## src/rtl/hdec_pkg.sv

```systemverilog
// Shared types for the Huffman tree byte decoder: item payloads and queue commands.
package hdec_pkg;

    localparam int CODE_W  = 9;
    localparam int ENTRY_W = 2 * CODE_W;
    localparam int LEN_W   = 24;

    typedef struct packed {
        logic               func;
        logic [7:0]         node_index;
        logic [CODE_W-1:0]  branch_zero;
        logic [CODE_W-1:0]  branch_one;
        logic [7:0]         data_byte;
        logic               first_of_chunk;
    } in_item_t;

    typedef struct packed {
        logic [7:0] out_byte;
        logic       last;
    } out_item_t;

    typedef enum logic {
        OP_WRITE = 1'b0,
        OP_DATA  = 1'b1
    } op_t;

    typedef struct packed {
        op_t                op;
        logic [7:0]         node;
        logic [ENTRY_W-1:0] entry;
        logic [7:0]         data;
        logic               first;
    } cmd_t;

endpackage

```

## src/rtl/hdec_front.sv

```systemverilog
// Front end: accepts input items, classifies them, drops table writes beyond the node table and queues commands.
module hdec_front #(
    parameter int NODE_COUNT = 255
) (
    input  logic             clk,
    input  logic             rst_n,
    input  logic             in_valid,
    output logic             in_ready,
    input  hdec_pkg::in_item_t in_item,
    output logic             q_valid,
    output hdec_pkg::cmd_t   q_cmd,
    input  logic             q_pop
);
    import hdec_pkg::*;

    localparam int DEPTH = 2;
    localparam int PW    = $clog2(DEPTH);
    localparam int CW    = $clog2(DEPTH + 1);

    cmd_t          fifo_reg [DEPTH];
    logic [PW-1:0] wr_ptr_reg, wr_ptr_next;
    logic [PW-1:0] rd_ptr_reg, rd_ptr_next;
    logic [CW-1:0] count_reg, count_next;
    logic          keep;
    logic          push;
    cmd_t          cmd_in;

    assign in_ready = (count_reg != CW'(DEPTH));
    assign keep     = in_item.func || (in_item.node_index < 8'(NODE_COUNT));
    assign push     = in_valid && in_ready && keep;
    assign q_valid  = (count_reg != '0);
    assign q_cmd    = fifo_reg[rd_ptr_reg];

    always_comb
    begin
        cmd_in.op    = in_item.func ? OP_DATA : OP_WRITE;
        cmd_in.node  = in_item.node_index;
        cmd_in.entry = {in_item.branch_one, in_item.branch_zero};
        cmd_in.data  = in_item.data_byte;
        cmd_in.first = in_item.first_of_chunk;
    end

    always_comb
    begin
        wr_ptr_next = push  ? wr_ptr_reg + 1'b1 : wr_ptr_reg;
        rd_ptr_next = q_pop ? rd_ptr_reg + 1'b1 : rd_ptr_reg;
        count_next  = count_reg + CW'(push) - CW'(q_pop);
    end

    always_ff @(posedge clk or negedge rst_n)
    begin
        if (!rst_n)
        begin
            wr_ptr_reg <= '0;
            rd_ptr_reg <= '0;
            count_reg  <= '0;
        end
        else
        begin
            wr_ptr_reg <= wr_ptr_next;
            rd_ptr_reg <= rd_ptr_next;
            count_reg  <= count_next;
        end
    end

    always_ff @(posedge clk)
    begin
        if (push)
        begin
            fifo_reg[wr_ptr_reg] <= cmd_in;
        end
    end

endmodule

```

## config.mk

```make
export PLATFORM = sky130hd
export DESIGN_NAME = hdec_front
export DESIGN_NICKNAME = d
export VERILOG_FILES = /design/src/rtl/hdec_pkg.sv /design/src/rtl/hdec_front.sv
export SDC_FILE = /design/constraint.sdc
export NUM_CORES = 1
export LEC_CHECK = 0
export BUFFER_PORTS_ARGS = -buffer_cell sky130_fd_sc_hd__buf_2
export CORE_UTILIZATION = 55
export CTS_CLUSTER_DIAMETER = 120
export CTS_CLUSTER_SIZE = 25
export DETAILED_ROUTE_END_ITERATION = 6
export GPL_TIMING_DRIVEN = 0
export PLACE_DENSITY = 0.79
export SLEW_MARGIN = 20
export SYNTH_ARGS = -nofsm -noshare
export SYNTH_HDL_FRONTEND = slang
export SYNTH_SLANG_ARGS = --single-unit
export TNS_END_PERCENT = 10
```

## constraint.sdc

```tcl
create_clock -name clk -period 4.8 [get_ports clk]
set_input_delay 0 -clock clk [delete_from_list [all_inputs] [get_ports clk]]
set_output_delay 0 -clock clk [all_outputs]
set_load 0.01 [all_outputs]
```

==> run_results.csv, run 1 <==
group,metric,value,unit
setup_path,critPathCaptureType,"register",
timing,drv_slew,0,
die,rows,25,
timing,worst_slew_pin_slew,609,ps
die,die-area,5440,um^2
run_status,status,"complete, no violations",
timing,finalWorstSetupSlack,2880,ps
layout,layout-drive-gt1-share,51.7,%
clock_network,clkLatencyLatePin,330,ps
clock_network,clkTransAtPathRegs,70,ps
route,final_antenna_net_count,0,
layout,largest_reg_flops,72,
hold_path,hp-start,"in_valid",
timing,setup_viol,0,
timing,final.setup.tns,0,ps
global_route,grt_util_all_layers,22.1,%
timing,finalClockSkew,7.00,ps
placed_design,dpl.hpwl,3.19,mm
clock_network,htreeDepth,3,
route,vias,1638,
clock_network,cts_buffer_depth,2,
layout,diodes,0,
layout,fin_util,82.7,%
global_route,grt_antenna_before_repair,0,
layout,fill_cells,252,
route,wirelength,5.40,mm
power_and_ir_drop,powerDensity,569,nW/um^2
global_route,overflow,0,
setup_path,required,4840,ps
global_route,grt_pass1_wl,8.22,mm
power_and_ir_drop,cellLeakagePower,1.55,nW
timing,period_minus_slack,1920,ps
global_route,grt_pass1_vias,1731,
die,io_pins,78,
timing,hold_viol,0,
logic_synthesis,ys_types,16,
timing,rsz0062_at_grt,"false",
setup_path,timing.rr.start,"count_reg[1]",
layout,fin_nets,303,
clock_network,numCtsBuffers,9,
die,die_w,73.7,um
logic_synthesis,syn-num-nets,174,
route,routedWlPerCell,16.3,um
die,core_area,4850,um^2
setup_path,path_class,"reg2reg",
clock_network,cts_sinks,76,
placed_design,dp_slack,2890,ps
global_route,grt_max_degree,20,
setup_path,startpoint_type,"register",
route,drc,0,
logic_synthesis,syn_avg_cell_area,21.4,um^2
clock_network,clockRootBuffer,"clkbuf_8",
route,dr.pass1.iters,6,
die,fp.dieH,73.7,um
logic_synthesis,synthCells,132,
hold_path,hold_path.class,"in2reg",
power_and_ir_drop,power,2.28,mW
clock_network,cts_tree,"yes",
die,initial_utilization,58.4,%
route,drt_iter0_markers,70,
power_and_ir_drop,ir_worst_vdd,0.527,mV
logic_synthesis,synth-seq-cells,76,
timing,max_clock_freq,0.522,GHz
timing,final.period_utilization,39.9,%
setup_path,startpoint,"count_reg[1]",
layout,area_delta_synth_final,41.7,%
setup_path,critPathMaxFanout,19,
setup_path,cp.arrival,1950,ps
logic_synthesis,syn-cell-area,2830,um^2
placed_design,place.port_buffers,77,
flow_run,drv_cap,0,
placed_design,gp_congestion,0.748,
logic_synthesis,yosysSeqAreaShare,79.9,%
logic_synthesis,ys_warn_count,0,
route,post_drt_via_cell_ratio,4.93,
timing,maxSlewHeadroom,59.3,%
## critical path, cell delays in order, from the launching register on
cell and delay (ps):
dfrtp_1 420, nand2b_1 100, nand2_1 70, a41o_2 290, nor2_4 490, buf_16 240
## synthesized netlist by cell type, drive strengths merged
| master | n | share of area [%] |
|---|---|---|
| inv | 2 | 0.27 |
| nand2 | 1 | 0.13 |
| nand2b | 1 | 0.22 |
| xnor2 | 3 | 0.93 |
| nand4 | 1 | 0.22 |
| xor2 | 1 | 0.31 |
| nor2 | 2 | 0.27 |
| dfrtp | 4 | 3.5 |
| buf | 4 | 1.5 |
| ha | 2 | 0.88 |
| mux2 | 36 | 14 |
| or2 | 1 | 0.22 |
| edfxtp | 72 | 76 |
| nor3b | 1 | 0.44 |
| a41o | 1 | 0.40 |
## cell usage in the layout, fill, tap and decap left out
cell type	synthesis	layout
buf_2	0	77
edfxtp_1	72	72
dlygate4sd3_1	0	39
mux2_2	36	36
clkbuf_8	0	9
bufinv_16	0	4
dfrtp_1	4	4
buf_6	3	3
xnor2_1	3	3
inv_1	2	2
nor2_4	0	2
ha_1	2	2
clkinv_1	0	2
buf_16	0	2
buf_4	1	1
nand4_1	1	1
nor3b_2	1	1
nand2b_1	1	1
nand2_1	1	1
a41o_2	1	1
or2_2	1	1
xor2_1	1	1
## worst paths after layout
kind / end / slack [ps] / cells after the start
min in group asynchronous: count_reg[0] / 580 / 3
min reg2reg: count_reg[0] / 560 / 1
max: fifo_reg[1][12] / 2880 / 5
max in group asynchronous: rd_ptr_reg / 4040 / 3
max reg2reg: fifo_reg[1][12] / 2880 / 5
min: wr_ptr_reg / 140 / 4
## power breakdown
part	switching, mW	internal [mW]	leakage [nW]	total [mW]
logic	0.363	0.361	0.709	0.724
registers	0.0466	0.908	0.715	0.955
clock network	0.212	0.392	0.124	0.603
## routing by layer
metal,global-route usage [%],vias up,wire length [um],share of wire (%)
li1,-,773,-,-
met1,23.1,803,2020,37
met4,9.40,0,112,2.1
met3,6.17,11,196,3.6
met2,41.1,51,3070,57
met5,0,-,0,0
## layout make-up
cell class	count	area (um^2)	share of cell area (%)
Sequential cell	76	2260	56.4
Timing Repair Buffer	118	831	20.7
Multi-Input combinational cell	50	534	13.3
Clock inverter	6	128	3.18
Clock buffer	9	124	3.09
Tap cell	67	83.8	2.09
Buffer	4	41.3	1.03
Inverter	2	7.51	0.187
## metrics by stage
step,hold slack (ps),cells,cell area (um^2)
floorplan,-296,132,2830
global placement,-196,276,3300
detailed placement,-190,278,3370
CTS,120,332,4010
global route,155,332,4010
finish,139,332,4010
## repair_timing
item,in CTS,in global routing
setup buffers,0,0
hold buffers,39,0
gates resized for setup,0,0
hold endpoints to repair,77,0
## logic make-up after synthesis
| group | after synthesis | share of synthesized area (%) |
|---|---|---|
| buffers and inverters | 6 | 1.72 |
| flip-flops | 76 | 79.9 |
| XOR/XNOR | 4 | 1.24 |
| multiplexers | 36 | 14.3 |
| AO/OA/AOI/OAI | 1 | 0.398 |
| AND/OR/NAND/NOR | 7 | 1.50 |
| adder cells (fa/ha/maj) | 2 | 0.884 |
Power figures use the tool's default switching activity.
==> inputs of run 2 (changes only) <==
ABC_AREA = 1   (was not set)
CORE_UTILIZATION = 52   (was 55)
PLACE_DENSITY = 0.75   (was 0.79)
clock period = 1.9 ns   (was 4.8 ns; I/O delays follow)
==> run_results.csv, run 2 <==
group,metric,value,unit
run_status,status,"complete, no violations",
layout,layout-drive-gt1-share,50.0,%
timing,worst_slew_pin_slew,792,ps
power_and_ir_drop,p_sw,1.60,mW
layout,fill_cells,347,
route,wl_met3,257,um
timing,setup_viol,0,
setup_path,path_cells,"a21boi_2, nand3_1, inv_2",
layout,fin_util,73.7,%
die,io_pins,78,
clock_network,cts_sinks,76,
logic_synthesis,ys_warn_count,0,
global_route,overflow,0,
die,die_w,77.7,um
layout,multiInputGateArea,656,um^2
power_and_ir_drop,cellLeakagePower,1.66,nW
logic_synthesis,syn-num-nets,183,
power_and_ir_drop,powerDensity,1370,nW/um^2
timing,max_clock_freq,0.577,GHz
route,drt-met1-wl,2.12,mm
clock_network,clkTransAtPathRegs,70,ps
logic_synthesis,ys_async_sr_fraction,5.26,%
logic_synthesis,synth.most_common_cell,"edfxtp_1",
route,dr.pass1.iters,4,
timing,maxSlewHeadroom,47.1,%
route,routedWlPerCell,14.3,um
timing,period_minus_slack,1730,ps
route,final_antenna_net_count,0,
logic_synthesis,yosys.area.top_type,"edfxtp_1",
timing,rsz0062_at_grt,"false",
clock_network,htreeDepth,3,
logic_synthesis,synthCells,141,
layout,regArea,2260,um^2
die,core_area,5510,um^2
route,wirelength,4.94,mm
setup_path,path_class,"reg2reg",
placed_design,place.port_buffers,77,
hold_path,hold_path.class,"in2reg",
power_and_ir_drop,clkPwrFrac,20.1,%
setup_path,path_buf_inv,1,
layout,fin_nets,311,
route,drt_iter0_markers,70,
setup_path,startpoint_type,"register",
placed_design,dpl.hpwl,2.93,mm
logic_synthesis,syn-cell-area,2980,um^2
flow_run,drv_cap,0,
logic_synthesis,ys.flop_type,"edfxtp_1",
power_and_ir_drop,cell_internal_pwr,3.95,mW
global_route,grt_pass1_wl,7.78,mm
timing,finalClockSkew,6.31,ps
logic_synthesis,syn_avg_cell_area,21.2,um^2
setup_path,critPathMaxFanout,36,
global_route,grt_util_all_layers,17.5,%
die,die-area,6040,um^2
logic_synthesis,yosysSeqAreaShare,75.8,%
global_route,grt_max_degree,37,
die,rows,27,
layout,diodes,0,
layout,layout_common_cells,"77 x buf_2, 72 x edfxtp_1, 39 x dlygate4sd3_1",
route,vias,1640,
logic_synthesis,synth-seq-cells,76,
clock_network,numCtsBuffers,9,
power_and_ir_drop,p_comb_share,36.6,%
timing,hold_viol,0,
placed_design,gp_congestion,0.645,
clock_network,cts_buffer_depth,2,
power_and_ir_drop,power_frac_seq,43.3,%
setup_path,required,1850,ps
power_and_ir_drop,switching_share,28.9,%
logic_synthesis,synth-edff-count,72,
layout,area_delta_synth_final,36.0,%
timing,final.setup.tns,0,ps
die,fp.dieH,77.7,um
route,drc,0,
setup_path,critPathCaptureType,"register",
clock_network,cts_tree,"yes",
logic_synthesis,synth_area_leaders,"edfxtp_1 72%, mux2_4 15%, dfrtp_1 3.4%",
setup_path,cp.arrival,1680,ps
die,initial_utilization,54.2,%
global_route,grt_antenna_before_repair,0,
global_route,grt_pass1_vias,1700,
clock_network,clockRootBuffer,"clkbuf_8",
logic_synthesis,ys_types,15,
logic_synthesis,synth.top_cell.area_share,72.5,%
setup_path,cp_top_family,"buffers and inverters",
route,post_drt_via_cell_ratio,4.74,
setup_path,max_stage_delay,600,ps
timing,final.period_utilization,91.2,%
clock_network,clkLatencyLatePin,330,ps
layout,layout_commonest_cell,"buf_2",
timing,drv_slew,0,
layout,largest_reg_flops,72,
logic_synthesis,synth_common_cells,"72 x edfxtp_1, 29 x mux2_4, 8 x nand2_1",
setup_path,slowest_stage,"inv_2",
route,top_layer,"met4",
route,dr_wl_met2,2.55,mm
power_and_ir_drop,ir_worst_vdd,0.963,mV
run 2: changes by cell type in the layout (fill, tap and decap cells not counted), sizes merged, moves of 2 or more:
cell / previous run / this run
nor2: 2 / 4
clkinv: 2 / 4
nand3: 0 / 2
inv: 2 / 5
nand2: 1 / 8
bufinv: 4 / 1
buf: 83 / 81
run 2: metrics by stage:
stage	total power [mW]	cells	area [um^2]	worst slack [ps]	hold slack, ps
floorplan	3.80	141	2990	62.7	-296
global placement	4.34	290	3470	-375	-186
detailed placement	4.39	290	3470	-198	-184
CTS	5.57	345	4050	-47.9	136
global route	5.82	346	4060	7.74	165
finish	5.55	346	4060	167	147
run 2: final cells by class:
class,count,area share [%]
flip-flops and latches,76,55.8
repair buffers,116,19.1
clock inverters,6,1.36
plain buffers,4,1.76
inverters,5,0.463
well taps,72,2.22
clock buffers,10,3.15
multi-input cells,57,16.2
run 2: repair_timing:
item                       4_1_cts  5_1_grt
hold buffers                    39        0
buffers inserted                 0        0
gates cloned                     0        1
setup endpoints to repair       36       36
gates resized for setup          4        1
hold endpoints to repair        77        0
run 2: cell families (layout without fill, tap and decap cells):
kind of cell	count (synthesis)	after routing	synth area share, %
multiplexers	36	36	17.2
buffers and inverters	9	141	3.02
AND/OR/NAND/NOR	14	15	1.93
flip-flops	76	76	75.8
XOR/XNOR	3	3	0.881
AO/OA/AOI/OAI	1	1	0.252
adder cells (fa/ha/maj)	2	2	0.839
run 2: power groups by stage:
stage / Clock (mW) / Combinational [mW] / Sequential (mW)
after floorplan: 0 / 1.39 / 2.40
after global placement: 0 / 1.92 / 2.42
after detailed placement: 0 / 1.95 / 2.44
after CTS: 1.14 / 2.02 / 2.41
after global routing: 1.21 / 2.18 / 2.43
final: 1.12 / 2.03 / 2.40
run 2: worst paths after layout:
path	cells after the start	end	slack [ps]	startpoint
setup / recovery	3	fifo_reg[0][9]	170	count_reg[1]
hold / removal	4	wr_ptr_reg	150	in_valid
setup reg to reg	3	fifo_reg[0][9]	170	count_reg[1]
hold reg to reg	2	wr_ptr_reg	520	wr_ptr_reg
max in group asynchronous	3	count_reg[0]	1160	rst_n
min in group asynchronous	3	rd_ptr_reg	570	rst_n
run 2: worst min-delay path, delay by kind of cell:
| family | cells | cell delay, ps |
|---|---|---|
| AO/OA/AOI/OAI | 1 | 160 |
| AND/OR/NAND/NOR | 2 | 180 |
| buffers and inverters | 1 | 90 |
run 2: per-layer routing:
layer	vias up	global-route usage (%)
li1	798	-
met1	779	21.0
met2	61	30.2
met3	2	4.00
met4	0	7.36
met5	-	0
